### src/rtl/core/trpm_pkg.sv
// shared types and constants of the tachometer led bar driver
// no dependencies; imported by every module of the block
package trpm_pkg;

    localparam int CNT_W   = 16;
    localparam int DIV_W   = 24;
    localparam int QDEPTH  = 2;

    localparam logic [7:0] HDR_START = 8'd0;
    localparam logic [7:0] HDR_BLANK = 8'd224;
    localparam logic [7:0] COL_FULL  = 8'd255;
    localparam logic [7:0] COL_OFF   = 8'd0;

    typedef struct packed {
        logic [4:0]       brightness;
        logic [DIV_W-1:0] count_scale;
        logic [15:0]      full_scale_rpm;
        logic [4:0]       green_leds;
        logic [4:0]       yellow_leds;
    } t_cfg;

    typedef struct packed {
        logic [CNT_W-1:0] count;
        logic             flash;
    } t_job;

    typedef struct packed {
        logic busy;
        logic done;
    } t_div_stat;

endpackage

### src/rtl/core/trpm_front.sv
// front end: accepts input words, keeps the flash phase, queues captures
// depends on trpm_pkg
module trpm_front (
    input  logic                  i_clk,
    input  logic                  i_rst_n,
    input  logic                  i_s_tvalid,
    output logic                  o_s_tready,
    input  logic [15:0]           i_s_tdata,   // capture_count
    input  logic                  i_s_tuser,   // cmd
    input  logic                  i_q_full,
    output logic                  o_push,
    output trpm_pkg::t_job        o_job
);
    import trpm_pkg::*;

    logic r_flash;
    logic accept;

    assign o_s_tready = !i_q_full;
    assign accept     = i_s_tvalid && o_s_tready;
    assign o_push     = accept && !i_s_tuser;
    assign o_job      = '{count: i_s_tdata, flash: r_flash};

    always_ff @(posedge i_clk) begin
        if (!i_rst_n) begin
            r_flash <= 1'b0;
        end else if (accept && i_s_tuser) begin
            r_flash <= !r_flash;
        end
    end

endmodule

### src/rtl/core/trpm_queue.sv
// short job queue between front and back ends
// depends on trpm_pkg
module trpm_queue (
    input  logic           i_clk,
    input  logic           i_rst_n,
    input  logic           i_push,
    input  trpm_pkg::t_job i_job,
    input  logic           i_pop,
    output logic           o_full,
    output logic           o_valid,
    output trpm_pkg::t_job o_job
);
    import trpm_pkg::*;

    localparam int PW = (QDEPTH > 1) ? $clog2(QDEPTH) : 1;
    localparam int CW = $clog2(QDEPTH + 1);

    t_job          r_mem [QDEPTH];
    logic [PW-1:0] r_wp;
    logic [PW-1:0] r_rp;
    logic [CW-1:0] r_cnt;

    assign o_full  = (r_cnt == CW'(QDEPTH));
    assign o_valid = (r_cnt != '0);
    assign o_job   = r_mem[r_rp];

    always_ff @(posedge i_clk) begin
        if (i_push) begin
            r_mem[r_wp] <= i_job;
        end
        if (!i_rst_n) begin
            r_wp  <= '0;
            r_rp  <= '0;
            r_cnt <= '0;
        end else begin
            if (i_push) begin
                r_wp <= (r_wp == PW'(QDEPTH - 1)) ? '0 : r_wp + 1'b1;
            end
            if (i_pop) begin
                r_rp <= (r_rp == PW'(QDEPTH - 1)) ? '0 : r_rp + 1'b1;
            end
            if (i_push && !i_pop) begin
                r_cnt <= r_cnt + 1'b1;
            end else if (i_pop && !i_push) begin
                r_cnt <= r_cnt - 1'b1;
            end
        end
    end

endmodule

### src/rtl/core/trpm_div.sv
// restoring divider, one quotient bit per cycle
// depends on trpm_pkg
module trpm_div (
    input  logic                       i_clk,
    input  logic                       i_rst_n,
    input  logic                       i_start,
    input  logic [trpm_pkg::DIV_W-1:0] i_dividend,
    input  logic [15:0]                i_divisor,
    output trpm_pkg::t_div_stat        o_stat,
    output logic [trpm_pkg::DIV_W-1:0] o_quot
);
    import trpm_pkg::*;

    localparam int SW = $clog2(DIV_W);

    logic [15:0]      r_rem;
    logic [15:0]      r_div;
    logic [DIV_W-1:0] r_quot;
    logic [SW-1:0]    r_step;
    logic             r_busy;
    logic             r_done;
    logic [16:0]      sh;
    logic             ge;
    logic [16:0]      diff;

    assign sh   = {r_rem, r_quot[DIV_W-1]};
    assign ge   = (sh >= {1'b0, r_div});
    assign diff = sh - {1'b0, r_div};

    assign o_stat = '{busy: r_busy, done: r_done};
    assign o_quot = r_quot;

    always_ff @(posedge i_clk) begin
        if (!i_rst_n) begin
            r_busy <= 1'b0;
            r_done <= 1'b0;
            r_step <= '0;
        end else begin
            r_done <= 1'b0;
            if (i_start && !r_busy) begin
                r_busy <= 1'b1;
                r_step <= '0;
            end else if (r_busy) begin
                r_step <= r_step + 1'b1;
                if (r_step == SW'(DIV_W - 1)) begin
                    r_busy <= 1'b0;
                    r_done <= 1'b1;
                end
            end
        end
    end

    always_ff @(posedge i_clk) begin
        if (i_start && !r_busy) begin
            r_rem  <= '0;
            r_div  <= i_divisor;
            r_quot <= i_dividend;
        end else if (r_busy) begin
            r_rem  <= ge ? diff[15:0] : sh[15:0];
            r_quot <= {r_quot[DIV_W-2:0], ge};
        end
    end

endmodule

### src/rtl/core/trpm_back.sv
// back end: rpm and lit count through the divider, then the frame sequencer
// depends on trpm_pkg and trpm_div
module trpm_back #(
    parameter int LED_COUNT = 30
) (
    input  logic           i_clk,
    input  logic           i_rst_n,
    input  trpm_pkg::t_cfg i_cfg,
    input  logic           i_job_valid,
    input  trpm_pkg::t_job i_job,
    output logic           o_pop,
    output logic           o_m_tvalid,
    input  logic           i_m_tready,
    output logic [31:0]    o_m_tdata,   // frame_header, frame_blue, frame_green, frame_red
    output logic           o_m_tlast    // last_frame
);
    import trpm_pkg::*;

    localparam int IW = $clog2(LED_COUNT + 2);

    localparam logic [1:0] S_IDLE = 2'd0;
    localparam logic [1:0] S_DIV1 = 2'd1;
    localparam logic [1:0] S_DIV2 = 2'd2;
    localparam logic [1:0] S_EMIT = 2'd3;

    localparam logic [IW:0] LEN_RUN = (IW + 1)'(LED_COUNT + 2);
    localparam logic [IW:0] LEN_RED = (IW + 1)'(LED_COUNT + 1);

    logic [1:0]       r_state;
    logic             r_flash;
    logic             r_shift;
    logic [IW-1:0]    r_lit;
    logic             r_seg;
    logic [IW-1:0]    r_idx;
    logic             r_out_valid;
    logic [31:0]      r_out_data;
    logic             r_out_last;

    logic             div_start;
    logic [DIV_W-1:0] div_dividend;
    logic [15:0]      div_divisor;
    t_div_stat        div_stat;
    logic [DIV_W-1:0] div_quot;

    logic [15:0]      fs;
    logic [15:0]      rpm;
    logic [IW:0]      seg_len;
    logic             idx_last;
    logic             slot_free;
    logic             emit_load;
    logic [6:0]       led_i;
    logic [6:0]       zone_g;
    logic [6:0]       zone_y;
    logic [7:0]       lit_hdr;
    logic [7:0]       n_hdr;
    logic [7:0]       n_blue;
    logic [7:0]       n_green;
    logic [7:0]       n_red;
    logic             n_last;

    trpm_div u_div (
        .i_clk      (i_clk),
        .i_rst_n    (i_rst_n),
        .i_start    (div_start),
        .i_dividend (div_dividend),
        .i_divisor  (div_divisor),
        .o_stat     (div_stat),
        .o_quot     (div_quot)
    );

    assign fs  = (i_cfg.full_scale_rpm == '0) ? 16'd1 : i_cfg.full_scale_rpm;
    assign rpm = (div_quot[DIV_W-1:16] != '0) ? 16'hFFFF : div_quot[15:0];

    assign o_pop = (r_state == S_IDLE) && i_job_valid;

    always_comb begin
        div_start    = 1'b0;
        div_dividend = '0;
        div_divisor  = fs;
        case (r_state)
            S_IDLE: begin
                if (i_job_valid) begin
                    div_start = 1'b1;
                    if (i_job.count != '0) begin
                        div_dividend = i_cfg.count_scale;
                        div_divisor  = i_job.count;
                    end
                end
            end
            S_DIV1: begin
                if (div_stat.done) begin
                    div_start    = 1'b1;
                    div_dividend = {{(DIV_W - 16){1'b0}}, rpm} * DIV_W'(LED_COUNT);
                end
            end
            default: begin
            end
        endcase
    end

    // frame contents for the current sequence position
    always_comb begin
        if (!r_seg || (r_shift && !r_flash)) begin
            seg_len = LEN_RUN;
        end else if (r_shift) begin
            seg_len = LEN_RED;
        end else begin
            seg_len = {1'b0, r_lit} + 1'b1;
        end
        idx_last = ({1'b0, r_idx} == seg_len - 1'b1);
        n_last   = r_seg && idx_last;

        lit_hdr = HDR_BLANK + {3'b0, i_cfg.brightness};
        led_i   = 7'(r_idx) - 7'd1;
        zone_g  = {2'b0, i_cfg.green_leds};
        zone_y  = {2'b0, i_cfg.green_leds} + {2'b0, i_cfg.yellow_leds};

        n_blue  = COL_OFF;
        n_green = COL_OFF;
        n_red   = COL_OFF;
        if (r_idx == '0) begin
            n_hdr = HDR_START;
        end else if (!r_seg || (r_shift && !r_flash)) begin
            n_hdr = HDR_BLANK;
        end else if (r_shift) begin
            n_hdr = lit_hdr;
            n_red = COL_FULL;
        end else begin
            n_hdr = lit_hdr;
            if (led_i < zone_g) begin
                n_green = COL_FULL;
            end else if (led_i < zone_y) begin
                n_green = COL_FULL;
                n_red   = COL_FULL;
            end else begin
                n_red   = COL_FULL;
            end
        end
    end

    assign slot_free = !r_out_valid || i_m_tready;
    assign emit_load = (r_state == S_EMIT) && slot_free;

    always_ff @(posedge i_clk) begin
        if (!i_rst_n) begin
            r_state     <= S_IDLE;
            r_out_valid <= 1'b0;
            r_seg       <= 1'b0;
            r_idx       <= '0;
        end else begin
            r_out_valid <= emit_load || (r_out_valid && !i_m_tready);
            case (r_state)
                S_IDLE: begin
                    if (i_job_valid) begin
                        r_flash <= i_job.flash;
                        r_state <= (i_job.count != '0) ? S_DIV1 : S_DIV2;
                    end
                end
                S_DIV1: begin
                    if (div_stat.done) begin
                        r_state <= S_DIV2;
                    end
                end
                S_DIV2: begin
                    if (div_stat.done) begin
                        r_shift <= (div_quot > DIV_W'(LED_COUNT));
                        r_lit   <= div_quot[IW-1:0];
                        r_seg   <= 1'b0;
                        r_idx   <= '0;
                        r_state <= S_EMIT;
                    end
                end
                S_EMIT: begin
                    if (slot_free) begin
                        r_out_data  <= {n_red, n_green, n_blue, n_hdr};
                        r_out_last  <= n_last;
                        if (n_last) begin
                            r_state <= S_IDLE;
                        end else if (idx_last) begin
                            r_seg <= 1'b1;
                            r_idx <= '0;
                        end else begin
                            r_idx <= r_idx + 1'b1;
                        end
                    end
                end
                default: begin
                    r_state <= S_IDLE;
                end
            endcase
        end
    end

    assign o_m_tvalid = r_out_valid;
    assign o_m_tdata  = r_out_data;
    assign o_m_tlast  = r_out_last;

    a_start_idle: assert property (@(posedge i_clk) disable iff (!i_rst_n)
        div_start |-> !div_stat.busy)
        else $error("divider started while busy");

    a_emit_no_div: assert property (@(posedge i_clk) disable iff (!i_rst_n)
        (r_state == S_EMIT) |-> !div_stat.busy)
        else $error("divider running during frame output");

    a_lit_range: assert property (@(posedge i_clk) disable iff (!i_rst_n)
        (r_state == S_EMIT && !r_shift) |-> ({1'b0, r_lit} <= (IW + 1)'(LED_COUNT)))
        else $error("lit count beyond strip in metered tail");

    a_last_ends: assert property (@(posedge i_clk) disable iff (!i_rst_n)
        (r_state == S_EMIT && slot_free && n_last) |=> (r_state == S_IDLE))
        else $error("sequencer did not finish after last word");

endmodule

### src/rtl/core/tach_rpm_led_bar_driver_unit.sv
// top level of the tachometer shift-light led bar driver: config registers,
// front end, job queue and back end; depends on trpm_pkg and all trpm_ modules
//
// channel   dir  handshake             payload
// s         in   i_s_tvalid/o_s_tready tdata capture_count, tuser cmd
// m         out  o_m_tvalid/i_m_tready tdata header,blue,green,red, tlast last_frame
// cfg       in   i_cfg_we              i_cfg_idx, i_cfg_data
//
// a capture is dequeued, then runs two divider passes of 24 steps each, each ending in a done strobe
// (one pass when the count is zero), then one frame word per cycle unless i_m_tready stalls,
// LED_COUNT+3 to 2*LED_COUNT+4 frames; the divider is serial, the output register holds one word
// ticks produce no words; up to two captures queue ahead
// reset is synchronous, active low; no clearing pass
module tach_rpm_led_bar_driver_unit #(
    parameter int LED_COUNT = 30
) (
    input  logic        i_clk,
    input  logic        i_rst_n,
    input  logic        i_s_tvalid,
    output logic        o_s_tready,
    input  logic [15:0] i_s_tdata,   // capture_count
    input  logic        i_s_tuser,   // cmd
    output logic        o_m_tvalid,
    input  logic        i_m_tready,
    output logic [31:0] o_m_tdata,   // frame_header, frame_blue, frame_green, frame_red
    output logic        o_m_tlast,   // last_frame
    input  logic        i_cfg_we,
    input  logic [2:0]  i_cfg_idx,
    input  logic [23:0] i_cfg_data
);
    import trpm_pkg::*;

    localparam logic [2:0] REG_BRIGHT = 3'd0;
    localparam logic [2:0] REG_SCALE  = 3'd1;
    localparam logic [2:0] REG_FULL   = 3'd2;
    localparam logic [2:0] REG_GREEN  = 3'd3;
    localparam logic [2:0] REG_YELLOW = 3'd4;

    t_cfg r_cfg;
    logic q_full;
    logic q_push;
    logic q_pop;
    logic q_valid;
    t_job q_in;
    t_job q_out;

    always_ff @(posedge i_clk) begin
        if (!i_rst_n) begin
            r_cfg.brightness     <= 5'd3;
            r_cfg.count_scale    <= 24'd5625000;
            r_cfg.full_scale_rpm <= 16'd10500;
            r_cfg.green_leds     <= 5'd18;
            r_cfg.yellow_leds    <= 5'd6;
        end else if (i_cfg_we) begin
            case (i_cfg_idx)
                REG_BRIGHT: r_cfg.brightness     <= i_cfg_data[4:0];
                REG_SCALE:  r_cfg.count_scale    <= i_cfg_data;
                REG_FULL:   r_cfg.full_scale_rpm <= i_cfg_data[15:0];
                REG_GREEN:  r_cfg.green_leds     <= i_cfg_data[4:0];
                REG_YELLOW: r_cfg.yellow_leds    <= i_cfg_data[4:0];
                default: begin
                end
            endcase
        end
    end

    trpm_front u_front (
        .i_clk      (i_clk),
        .i_rst_n    (i_rst_n),
        .i_s_tvalid (i_s_tvalid),
        .o_s_tready (o_s_tready),
        .i_s_tdata  (i_s_tdata),
        .i_s_tuser  (i_s_tuser),
        .i_q_full   (q_full),
        .o_push     (q_push),
        .o_job      (q_in)
    );

    trpm_queue u_queue (
        .i_clk   (i_clk),
        .i_rst_n (i_rst_n),
        .i_push  (q_push),
        .i_job   (q_in),
        .i_pop   (q_pop),
        .o_full  (q_full),
        .o_valid (q_valid),
        .o_job   (q_out)
    );

    trpm_back #(
        .LED_COUNT (LED_COUNT)
    ) u_back (
        .i_clk       (i_clk),
        .i_rst_n     (i_rst_n),
        .i_cfg       (r_cfg),
        .i_job_valid (q_valid),
        .i_job       (q_out),
        .o_pop       (q_pop),
        .o_m_tvalid  (o_m_tvalid),
        .i_m_tready  (i_m_tready),
        .o_m_tdata   (o_m_tdata),
        .o_m_tlast   (o_m_tlast)
    );

endmodule
### config.mk
export PLATFORM = sky130hd
export DESIGN_NAME = tach_rpm_led_bar_driver_unit
export DESIGN_NICKNAME = d
export VERILOG_FILES = /design/src/rtl/core/trpm_pkg.sv /design/src/rtl/core/trpm_front.sv /design/src/rtl/core/trpm_queue.sv /design/src/rtl/core/trpm_div.sv /design/src/rtl/core/trpm_back.sv /design/src/rtl/core/tach_rpm_led_bar_driver_unit.sv
export SDC_FILE = /design/constraint.sdc
export NUM_CORES = 1
export LEC_CHECK = 0
export BUFFER_PORTS_ARGS = -buffer_cell sky130_fd_sc_hd__buf_2
export CAP_MARGIN = 5
export CORE_ASPECT_RATIO = 1.1
export CORE_MARGIN = 2
export CORE_UTILIZATION = 50
export DETAILED_ROUTE_END_ITERATION = 10
export PLACE_DENSITY = 0.77
export SLEW_MARGIN = 0
export SYNTH_ARGS = -nofsm -noshare
export SYNTH_HDL_FRONTEND = slang
export SYNTH_SLANG_ARGS = --single-unit
### constraint.sdc
create_clock -name i_clk -period 5.88 [get_ports i_clk]
set_clock_uncertainty 0.1 [all_clocks]
set_input_delay 0.588 -clock i_clk [delete_from_list [all_inputs] [get_ports i_clk]]
set_output_delay 0.588 -clock i_clk [all_outputs]
set_load 0.05 [all_outputs]
==> run_results.csv, run 1 <==
group,metric,value,unit
hold_path,holdPathStages,1,
setup_path,rr_endpoint,"u_back.u_div.o_quot[12]",
logic_synthesis,synthDistinctLibCells,71,
logic_synthesis,syn-instance-count,1201,
layout,stdcell_count,1528,
setup_path,r2r_cells,17,
routing,antenna_left,0,
layout,finish.instance_area,12000,um2
layout,drive_above_1_share,0.112,
cts,clkSinkCount,183,
power_and_ir_drop,irDropWorstVdd,0.257,mV
placement,post_dp_cell_area,11400,um2
timing,tns,0,ps
timing,min_period,4800,ps
logic_synthesis,yosys.area.top_type,"edfxtp_1",
layout,final_nets,1357,
placement,dp_cells,1496,
routing,wl,24.4,mm
logic_synthesis,syn_avg_cell_area,9.14,um2
global_route,grt_pass1_wl,39.8,mm
timing,finalCritPeriodShare,0.816,
cts,cts_hold_buf,0,
floorplan,die_w,145,um
floorplan,initial_core_util,0.512,
cts,clk_pin_slew,70,ps
layout,syn2layout_area_growth,8.93,%
floorplan,rows,56,
power_and_ir_drop,p_seq_frac,0.397,
setup_path,reg2reg_slack,1080,ps
logic_synthesis,synth-seq-area-share,0.416,
routing,drc,0,
status,outcome,"finished, final reports clean",
power_and_ir_drop,p_leak,0.00472,uW
global_route,antenna_found_initial,0,
flow_run,drv_cap,0,
placement,numPortBuffers,75,
floorplan,die_area,23100,um2
cts,post_cts_resized,0,
cts,cts_max_path_buffers,2,
setup_path,crit_required,5960,ps
cts,ctsRootBufferMaster,"clkbuf_16",
cts,numCtsBuffers,17,
power_and_ir_drop,p_clk_frac,0.225,
power_and_ir_drop,p_switching,1910,uW
placement,gp_congestion,0.904,
placement,post-dp-hpwl,17.9,mm
timing,finalSetupViolations,0,
timing,finalHoldViolations,0,
setup_path,arrival,4870,ps
timing,max-slew-margin-rel,0.193,
routing,wl_per_cell,16.0,um
layout,final_core_util,0.557,
global_route,first_global_vias,8178,
logic_synthesis,synth_seq_cells,183,
power_and_ir_drop,swShare,0.379,
routing,dr.pass1.iters,5,
cts,cts_post_setup_buffers_inserted,0,
logic_synthesis,yosysWarnings,0,
cts,cts_tree,"yes",
timing,fmax,209,MHz
floorplan,core,21400,um2
logic_synthesis,syn_area,11000,um2
setup_path,critPathKind,"flop to flop",
logic_synthesis,yosys.area.top_type_share,0.246,
timing,rsz0062_at_grt,"false",
power_and_ir_drop,comb_power_share,0.378,
global_route,grt_max_degree,57,
routing,drt-vias-per-instance,5.58,
floorplan,io_pins,84,
global_route,track_usage,0.209,
global_route,grt.overflow.total,0,
setup_path,worstPathMaxFanout,32,
hold_path,hold-path-endpoint,"u_queue.r_mem[0][11]",
routing,drt_iter0_drc,591,
power_and_ir_drop,power,5030,uW
setup_path,startpoint_type,"flop",
layout,n_antenna_cell,0,
logic_synthesis,synthArstFlopShare,0,
hold_path,hold_path.startpoint,"i_s_tdata[10]",
routing,vias,8527,
cts,htreeDepth,4,
timing,tightest_slew,1200,ps
logic_synthesis,synthTopCellsByArea,"edfxtp_1, dfxtp_1, ha_1",
logic_synthesis,yosys_most_used_dff,"dfxtp_1",
timing,slew_viol_final,0,
setup_path,r2r-start,"u_back.u_div.o_quot[19]",
power_and_ir_drop,powerDensity,421,nW/um2
power_and_ir_drop,p_int,3120,uW
cts,clk-insertion-delay-late,430,ps
hold_path,hp-class,"input pin to flop",
setup_path,end_kind,"flop",
floorplan,die_height,159,um
logic_synthesis,synth_edf_count,90,
-- cell families (layout without fill, tap and decap cells) --
family	Yosys count	in the layout	synth area share
xor gates and xnor gates	63	63	0.0503
buffers and inverters	157	187	0.0650
other	1	8	0.000342
DFF	183	183	0.416
AOI/OAI and AO/OA	218	218	0.124
adders and majority gates	91	91	0.115
and+or+nand+nor	441	441	0.186
muxes	47	47	0.0431
-- per-layer routing --
layer / global-route usage / share of wire / wire length [um] / vias up
met1: 0.266 / 0.43 / 10400 / 4020
met2: 0.366 / 0.50 / 12100 / 283
met3: 0.0244 / 0.054 / 1310 / 42
met4: 0.0798 / 0.024 / 578 / 0
li1: - / - / - / 4182
met5: 0 / 0 / 0 / -
-- stage by stage --
step | hold WS, ps | setup slack (ps)
after floorplan | 324 | 1720
after global placement | 341 | 1310
after detailed placement | 345 | 1140
after CTS | 234 | 1110
after global routing | 236 | 811
final | 241 | 1080
-- cell type report --
class,count,area (um2)
Clock buffer,19,443
Timing Repair Buffer,82,428
Sequential cell,183,4560
Multi-Input combinational cell,868,5740
Fill cell,1893,9490
Tap cell,290,363
Inverter,73,274
Clock inverter,13,143
-- flip-flops by register name (all words and copies together) (netlist names), 8 cells and up, named ones only --
register	cells
u_back.o_m_tdata	8
u_back.u_div.r_div	16
u_back.u_div.r_rem	16
r_cfg	55
u_queue.r_mem	34
u_back.u_div.o_quot	24
-- critical path: stages, from the launching register on --
cell	delay, ps
edfxtp_1	410
nor4_1	370
nand2_1	280
buf_4	310
nor2_1	220
fa_1	460
inv_1	70
ha_1	260
xnor2_1	270
ha_1	280
a21oi_1	120
nor2b_1	70
a311o_1	390
and2_1	200
a41oi_1	300
xnor2_1	100
a221oi_1	260
nor2_1	70
-- Yosys cell counts, types with 8 or more instances --
cell type / n
inv_1: 73
nand3_1: 43
buf_4: 24
mux2i_1: 45
nor4_1: 15
edfxtp_1: 90
nor3_1: 14
a21oi_1: 96
nor2b_1: 13
xor2_1: 22
o21ai_0: 43
nor2_1: 128
clkbuf_1: 49
nand2b_1: 19
nand2_1: 147
a221oi_1: 13
maj3_1: 8
a31oi_1: 8
xnor2_1: 41
dfxtp_1: 93
or2_2: 8
nand4_1: 8
a21o_1: 11
ha_1: 64
and3_1: 18
fa_1: 19
-- how the worst max path moves through the flow --
stage          cells after the start                 endpoint  slack [ps]                    start
2_1_floorplan                     18  u_back.u_div.o_quot[20]        1720  u_back.u_div.o_quot[21]
3_3_place_gp                      17  u_back.u_div.o_quot[12]        1310  u_back.u_div.o_quot[19]
3_5_place_dp                      17  u_back.u_div.o_quot[12]        1140  u_back.u_div.o_quot[19]
4_1_cts                           17  u_back.u_div.o_quot[12]        1110  u_back.u_div.o_quot[19]
5_1_grt                           17  u_back.u_div.o_quot[12]         810  u_back.u_div.o_quot[18]
6_report                          17  u_back.u_div.o_quot[12]        1080  u_back.u_div.o_quot[19]
-- power groups by stage --
stage	sequential, uW	clock [uW]	combinational [uW]
after CTS	1990	1140	1890
after detailed placement	2020	0	1860
after global placement	2010	0	1820
after floorplan	1830	0	1590
final	2000	1130	1900
after global routing	2030	1190	2130
-- layout by cell type, fill, tap and decap left out, types with 7 or more instances in the layout --
master,synthesis,final
maj3_1,8,8
o21ai_0,43,42
nor3_1,14,13
nor2_1,128,127
nor4_1,15,15
buf_4,24,7
clkbuf_16,0,17
nand4_1,8,8
conb_1,1,8
mux2i_1,45,45
nand3_1,43,43
edfxtp_1,90,90
fa_1,19,19
a221oi_1,13,13
a21o_1,11,11
inv_1,73,73
or2_2,8,8
nand2b_1,19,19
xor2_1,22,22
xnor2_1,41,41
buf_2,3,75
nor2b_1,13,13
nand2_1,147,147
and3_1,18,18
dfxtp_1,93,93
ha_1,64,64
a31oi_1,8,8
a21oi_1,96,96
No activity file was read; power rests on OpenSTA's default activity.
==> run 2: changes to the inputs <==
--- a/config.mk
+++ b/config.mk
@@ -5,13 +5,14 @@
 export SDC_FILE = /design/constraint.sdc
 export NUM_CORES = 1
 export LEC_CHECK = 0
+export ABC_AREA = 1
 export BUFFER_PORTS_ARGS = -buffer_cell sky130_fd_sc_hd__buf_2
 export CAP_MARGIN = 5
 export CORE_ASPECT_RATIO = 1.1
 export CORE_MARGIN = 2
 export CORE_UTILIZATION = 50
 export DETAILED_ROUTE_END_ITERATION = 10
-export PLACE_DENSITY = 0.77
+export PLACE_DENSITY = 0.8
 export SLEW_MARGIN = 0
 export SYNTH_ARGS = -nofsm -noshare
 export SYNTH_HDL_FRONTEND = slang
==> constraint.sdc (replaced) <==
create_clock -name i_clk -period 4.27 [get_ports i_clk]
set_clock_uncertainty 0.1 [all_clocks]
set_input_delay 0.427 -clock i_clk [delete_from_list [all_inputs] [get_ports i_clk]]
set_output_delay 0.427 -clock i_clk [all_outputs]
set_load 0.05 [all_outputs]
==> run 2 against run 1 <==
  * Flip-flop and latch count unchanged
  * Global-route usage up 2.0 points
  * Core utilization up 1.5 points
  * Critical path depth up 4
  * Count of clock-buffer cells in the layout down 2
  * Largest cell class unchanged
==> run_results.csv, run 2 <==
group,metric,value,unit
status,outcome,"finished, final reports clean",
power_and_ir_drop,swShare,0.427,
timing,slew_viol_final,0,
setup_path,rr_endpoint,"u_back.u_div.o_quot[20]",
placement,post-dp-hpwl,19.2,mm
layout,drive_above_1_share,0.145,
timing,finalHoldViolations,0,
logic_synthesis,synthArstFlopShare,0,
floorplan,core,22000,um2
layout,stdcell_count,1782,
layout,n_antenna_cell,0,
setup_path,crit_end,"u_back.u_div.o_quot[20]",
routing,dr.pass1.iters,5,
routing,wl,26.8,mm
floorplan,die_height,160,um
routing,drc,0,
logic_synthesis,yosys_most_used_dff,"dfxtp_1",
floorplan,die_w,146,um
setup_path,worst-path-buf-inv,5,
layout,regMostFlops,"r_cfg",
hold_path,hp-class,"input pin to flop",
global_route,first_global_vias,9228,
placement,gp_congestion,0.962,
placement,dp_cells,1745,
cts,clk_pin_slew,80,ps
timing,max-slew-margin-rel,0.415,
setup_path,end_kind,"flop",
cts,cts_tree,"yes",
global_route,grt_pass1_wl,43.7,mm
logic_synthesis,synth_edf_count,90,
global_route,track_usage,0.229,
timing,hold_slack,65.1,ps
timing,tightest_slew,870,ps
cts,clkSinkCount,183,
cts,numCtsBuffers,17,
power_and_ir_drop,p_int,4130,uW
layout,final_common_cell,"nand2_1",
setup_path,critPathTopFamily,"adder cells",
logic_synthesis,syn-instance-count,1403,
floorplan,die_area,23400,um2
setup_path,r2r_cells,21,
routing,drt-vias-per-instance,5.38,
cts,htreeDepth,4,
cts,cts_max_path_buffers,2,
routing,drt_iter0_drc,822,
logic_synthesis,syn_avg_cell_area,7.92,um2
timing,finalCritPeriodShare,0.960,
power_and_ir_drop,p_seq_frac,0.367,
floorplan,initial_core_util,0.506,
routing,wl_met2,13.0,mm
power_and_ir_drop,irDropWorstVdd,0.357,mV
setup_path,startpoint_type,"flop",
setup_path,slowest_stage,"fa_1",
timing,fmax,244,MHz
logic_synthesis,syn_area,11100,um2
hold_path,hold_path.startpoint,"i_s_tdata[3]",
logic_synthesis,yosysWarnings,0,
logic_synthesis,yosys.area.top_type,"edfxtp_1",
setup_path,cp-startpoint,"u_back.u_div.o_quot[21]",
setup_path,crit_required,4370,ps
floorplan,io_pins,84,
placement,numPortBuffers,75,
global_route,grt_max_degree,63,
power_and_ir_drop,p_leak,0.00551,uW
layout,final_nets,1606,
global_route,antenna_found_initial,0,
routing,routed.top_layer,"met4",
layout,syn2layout_area_growth,13.1,%
logic_synthesis,synth-seq-area-share,0.411,
setup_path,cpPeakStageDelay,520,ps
logic_synthesis,synth_seq_cells,183,
cts,clk-insertion-delay-late,440,ps
timing,finalSetupViolations,0,
flow_run,drv_cap,0,
cts,cts_hold_buf,0,
routing,drt-met1-wl,11.3,mm
layout,layout_common_cells,"nand2_1, inv_1, nor2_1",
routing,antenna_left,0,
logic_synthesis,synthDistinctLibCells,52,
power_and_ir_drop,p_clk_frac,0.224,
setup_path,r2r-start,"u_back.u_div.o_quot[21]",
floorplan,rows,57,
setup_path,crit_top_cell,"nand2_1",
setup_path,reg2reg_slack,170,ps
logic_synthesis,synth_most_common_cell,"nand2_1",
setup_path,critPathKind,"flop to flop",
layout,largest_reg_flops,55,
setup_path,arrival,4200,ps
logic_synthesis,yosys.area.top_type_share,0.243,
power_and_ir_drop,p_switching,3080,uW
routing,wl_met3,1.66,mm
cts,ctsRootBufferMaster,"clkbuf_16",
setup_path,worstSetupPathDepth,21,
routing,vias,9586,
logic_synthesis,synthTopCellsByArea,"edfxtp_1, dfxtp_1, nand2_1",
timing,min_period,4100,ps
global_route,grt.overflow.total,0,
setup_path,worstPathMaxFanout,9,
setup_path,worstPathCellList,"inv_1, nand4_1, nor2_4, buf_12, inv_6, nor2_1, buf_4, fa_1, fa_1, inv_1, ha_1, nand2_1, nor3_2, and2_1, nand3_1, nand3_1, a21oi_1, o21ai_1, nand2_1, nand2_1, nand2_1",
power_and_ir_drop,comb_power_share,0.410,
routing,wl_per_cell,15.0,um
logic_synthesis,synth_commonest_cells,"nand2_1, inv_1, nor2_1",
power_and_ir_drop,powerDensity,573,nW/um2
[run 2: power by group through the flow]
stage	Sequential [uW]	Combinational [uW]	Clock, uW
after floorplan	2540	2260	0
after global placement	2640	2780	0
after detailed placement	2650	2840	0
after CTS	2620	2870	1620
after global routing	2680	3310	1700
final	2640	2950	1610
[run 2: area by class of cell]
class / instances / area [um2]
fill: 1915 / 9400
multi-input combinational: 994 / 5740
inverter: 171 / 657
sequential: 183 / 4560
tap: 295 / 369
timing repair inverter: 1 / 8.76
clock inverter: 15 / 189
timing repair buffer: 106 / 621
clock buffer: 17 / 425
[run 2: layer usage]
layer | GRT usage | vias up
met4 | 0.0843 | 0
met1 | 0.290 | 4453
met2 | 0.394 | 346
met3 | 0.0398 | 71
met5 | 0 | -
li1 | - | 4716
[run 2: cell families after synthesis]
family / count (synthesis) / synth area share
and+or+nand+nor: 627 / 0.237
AOI/OAI and AO/OA: 234 / 0.121
buffers and inverters: 233 / 0.0921
DFF: 183 / 0.411
adders and majority gates: 83 / 0.106
xor gates and xnor gates: 40 / 0.0315
muxes: 2 / 0.00180
other: 1 / 0.000337
[run 2: worst min-delay path by stage]
| stage | end | slack [ps] | cells past startpoint |
|---|---|---|---|
| floorplan | flop | 330 | 1 |
| global placement | u_queue.r_rp | 340 | 1 |
| detailed placement | r_cfg[44] | 340 | 2 |
| CTS | u_queue.r_mem[1][4] | 60 | 1 |
| global route | u_queue.r_mem[0][4] | 60 | 1 |
| finish | u_queue.r_mem[0][4] | 70 | 1 |
[run 2: repair_timing]
item / CTS / global route
endpoints found under the setup margin: 3 / 13
resized for setup: 2 / 52
cloned: 0 / 1
buffers inserted: 0 / 4
pin swaps: 0 / 7
[run 2: worst register-to-register path: cells and delay by family (launching register included)]
kind                     cells  cell delay (ps)
AND/OR/NAND/NOR             11             1340
buffers and inverters        5              500
flip-flops                   1              380
adder cells (fa/ha/maj)      3             1360
AO/OA/AOI/OAI                2              170
[run 2: metrics by stage]
| step | power (uW) | worst slack [ps] | utilization | TNS, ps | area, um2 |
|---|---|---|---|---|---|
| finish | 7210 | 172 | 0.572 | 0 | 12600 |
| global route | 7680 | -98.4 | 0.572 | -273 | 12600 |
| CTS | 7110 | 20.4 | 0.562 | 0 | 12300 |
| detailed placement | 5490 | 18.6 | 0.534 | 0 | 11700 |
| global placement | 5420 | 108 | 0.534 | 0 | 11700 |
| floorplan | 4790 | 313 | - | 0 | 11100 |
==> run 3: changes to the inputs <==
--- a/config.mk
+++ b/config.mk
@@ -6,9 +6,8 @@
 export NUM_CORES = 1
 export LEC_CHECK = 0
 export ABC_AREA = 1
-export BUFFER_PORTS_ARGS = -buffer_cell sky130_fd_sc_hd__buf_2
+export BUFFER_PORTS_ARGS = -buffer_cell sky130_fd_sc_hd__buf_4
 export CAP_MARGIN = 5
-export CORE_ASPECT_RATIO = 1.1
 export CORE_MARGIN = 2
 export CORE_UTILIZATION = 50
 export DETAILED_ROUTE_END_ITERATION = 10
==> run 3 against run 2 <==
  * Count of clock-buffer cells in the layout is the same
  * Final area grew 0.27%
  * Largest cell class unchanged
  * Critical endpoint unchanged
  * Register-to-register slack is essentially flat
  * Critical path type unchanged
==> run_results.csv, run 3 (synthesized netlist as in run 2, its figures left out) <==
group,metric,value,unit
status,outcome,"finished, final reports clean",
placement,gp_congestion,0.945,
timing,min_period,4100,ps
cts,numCtsBuffers,17,
layout,final_common_cell,"nand2_1",
setup_path,end_kind,"flop",
floorplan,die_w,153,um
power_and_ir_drop,p_switching,3080,uW
routing,wl,26.7,mm
global_route,antenna_found_initial,0,
placement,post_dp_cell_area,11900,um2
setup_path,crit_top_cell,"nand2_1",
setup_path,slowest_stage,"fa_1",
layout,layout_common_cells,"nand2_1, inv_1, nor2_1",
setup_path,startpoint_type,"flop",
routing,wl_per_cell,15.1,um
power_and_ir_drop,p_clk_frac,0.228,
timing,max-slew-margin-rel,0.418,
layout,finish.instance_area,12600,um2
routing,drc,0,
cts,cts_hold_buf,0,
layout,multi_input_area,5660,um2
placement,post-dp-hpwl,19.3,mm
layout,n_antenna_cell,0,
floorplan,rows,54,
timing,fmax,244,MHz
floorplan,core,21800,um2
power_and_ir_drop,irDropWorstVdd,0.360,mV
cts,htreeDepth,4,
flow_run,drv_cap,0,
routing,wl_met3,1.65,mm
timing,tns,0,ps
setup_path,worstPathMaxFanout,18,
timing,finalSetupViolations,0,
setup_path,cpPeakStageDelay,510,ps
floorplan,initial_core_util,0.509,
global_route,grt_max_degree,64,
cts,clkSinkCount,183,
setup_path,worstPathCellList,"inv_1, nand4_1, nor2_4, inv_6, nor2_1, buf_4, inv_1, fa_1, inv_1, ha_1, ha_1, nand2_1, nor3_2, and2_1, nand3_1, nand3_1, a21oi_1, o21ai_0, nand2_1, nand2_1, nand2_1",
setup_path,crit_required,4380,ps
routing,vias,9544,
layout,drive_above_1_share,0.132,
layout,stdcell_count,1761,
timing,finalCritPeriodShare,0.959,
floorplan,die_height,153,um
power_and_ir_drop,powerDensity,573,nW/um2
layout,fillers,1907,
setup_path,critPathTopFamily,"simple AND/OR/NAND/NOR gates",
power_and_ir_drop,p_int,4140,uW
timing,rsz0062_at_grt,"true",
cts,clk-insertion-delay-late,450,ps
floorplan,io_pins,84,
global_route,track_usage,0.228,
power_and_ir_drop,swShare,0.426,
setup_path,worst-path-buf-inv,5,
layout,largest_reg_flops,55,
layout,seq_area,4560,um2
power_and_ir_drop,p_leak,0.00556,uW
routing,drt_iter0_drc,796,
cts,ctsRootBufferMaster,"clkbuf_16",
global_route,first_global_vias,9024,
global_route,grt_pass1_wl,43.7,mm
layout,final_nets,1600,
routing,dr.pass1.iters,5,
routing,routed.top_layer,"met4",
cts,cts_max_path_buffers,2,
timing,slew_viol_final,0,
placement,numPortBuffers,75,
layout,regMostFlops,"r_cfg",
setup_path,arrival,4210,ps
global_route,grt.overflow.total,0,
timing,fin_ws,173,ps
floorplan,die_area,23400,um2
timing,finalHoldViolations,0,
routing,drt-vias-per-instance,5.42,
power_and_ir_drop,comb_power_share,0.405,
cts,cts_tree,"yes",
layout,syn2layout_area_growth,13.4,%
routing,antenna_left,0,
placement,place_ws,-59.9,ps
routing,wl_met2,12.8,mm
cts,clk_pin_slew,80,ps
timing,tightest_slew,871,ps
hold_path,hp-class,"input pin to flop",
routing,drt-met1-wl,11.6,mm
power_and_ir_drop,p_seq_frac,0.367,
timing,hold_slack,55.0,ps
placement,dp_cells,1726,
setup_path,critPathKind,"flop to flop",
-- run 3: cell types whose count changed in the layout (fill, tap and decap cells not counted), sizes merged --
cell and change:
inv +1, clkinvlp -2, buf -5
-- run 3: power groups by stage --
stage / sequential [uW] / clock (uW) / combinational [uW]
floorplan: 2540 / 0 / 2260
global placement: 2650 / 0 / 2790
detailed placement: 2660 / 0 / 2860
CTS: 2630 / 1660 / 2880
global route: 2690 / 1730 / 3280
finish: 2650 / 1650 / 2930
-- run 3: routing by layer --
| metal | vias up | global-route usage |
|---|---|---|
| met2 | 343 | 0.384 |
| met3 | 47 | 0.0417 |
| met4 | 0 | 0.0745 |
| met1 | 4448 | 0.297 |
| met5 | - | 0 |
| li1 | 4706 | - |
-- run 3: final cells by class --
type                       instances  share of cell area
sequential                       183               0.362
multi-input combinational        994               0.449
tap                              280              0.0278
clock buffer                      17              0.0338
timing repair buffer             101              0.0602
clock inverter                    15              0.0159
inverter                         171              0.0515
-- run 3: path summary, 6_finish.rpt --
check,from,to,slack [ps],cells past startpoint
hold reg to reg,u_queue.r_rp,u_queue.r_rp,360,1
setup / recovery,u_back.u_div.o_quot[21],u_back.u_div.o_quot[20],170,21
setup reg to reg,u_back.u_div.o_quot[21],u_back.u_div.o_quot[20],170,21
hold / removal,i_s_tdata[7],u_queue.r_mem[1][8],60,1
-- run 3: what timing repair did --
item                                    4_1_cts  5_1_grt
endpoints found under the setup margin        1       13
pin swaps                                     0        6
gates resized for setup                       1       33
setup buffers                                 0        3
gates cloned                                  0        0
-- run 3: metrics by stage --
step	utilization	power, uW
floorplan	-	4790
global placement	0.544	5440
detailed placement	0.544	5510
CTS	0.572	7170
global route	0.578	7700
finish	0.578	7220
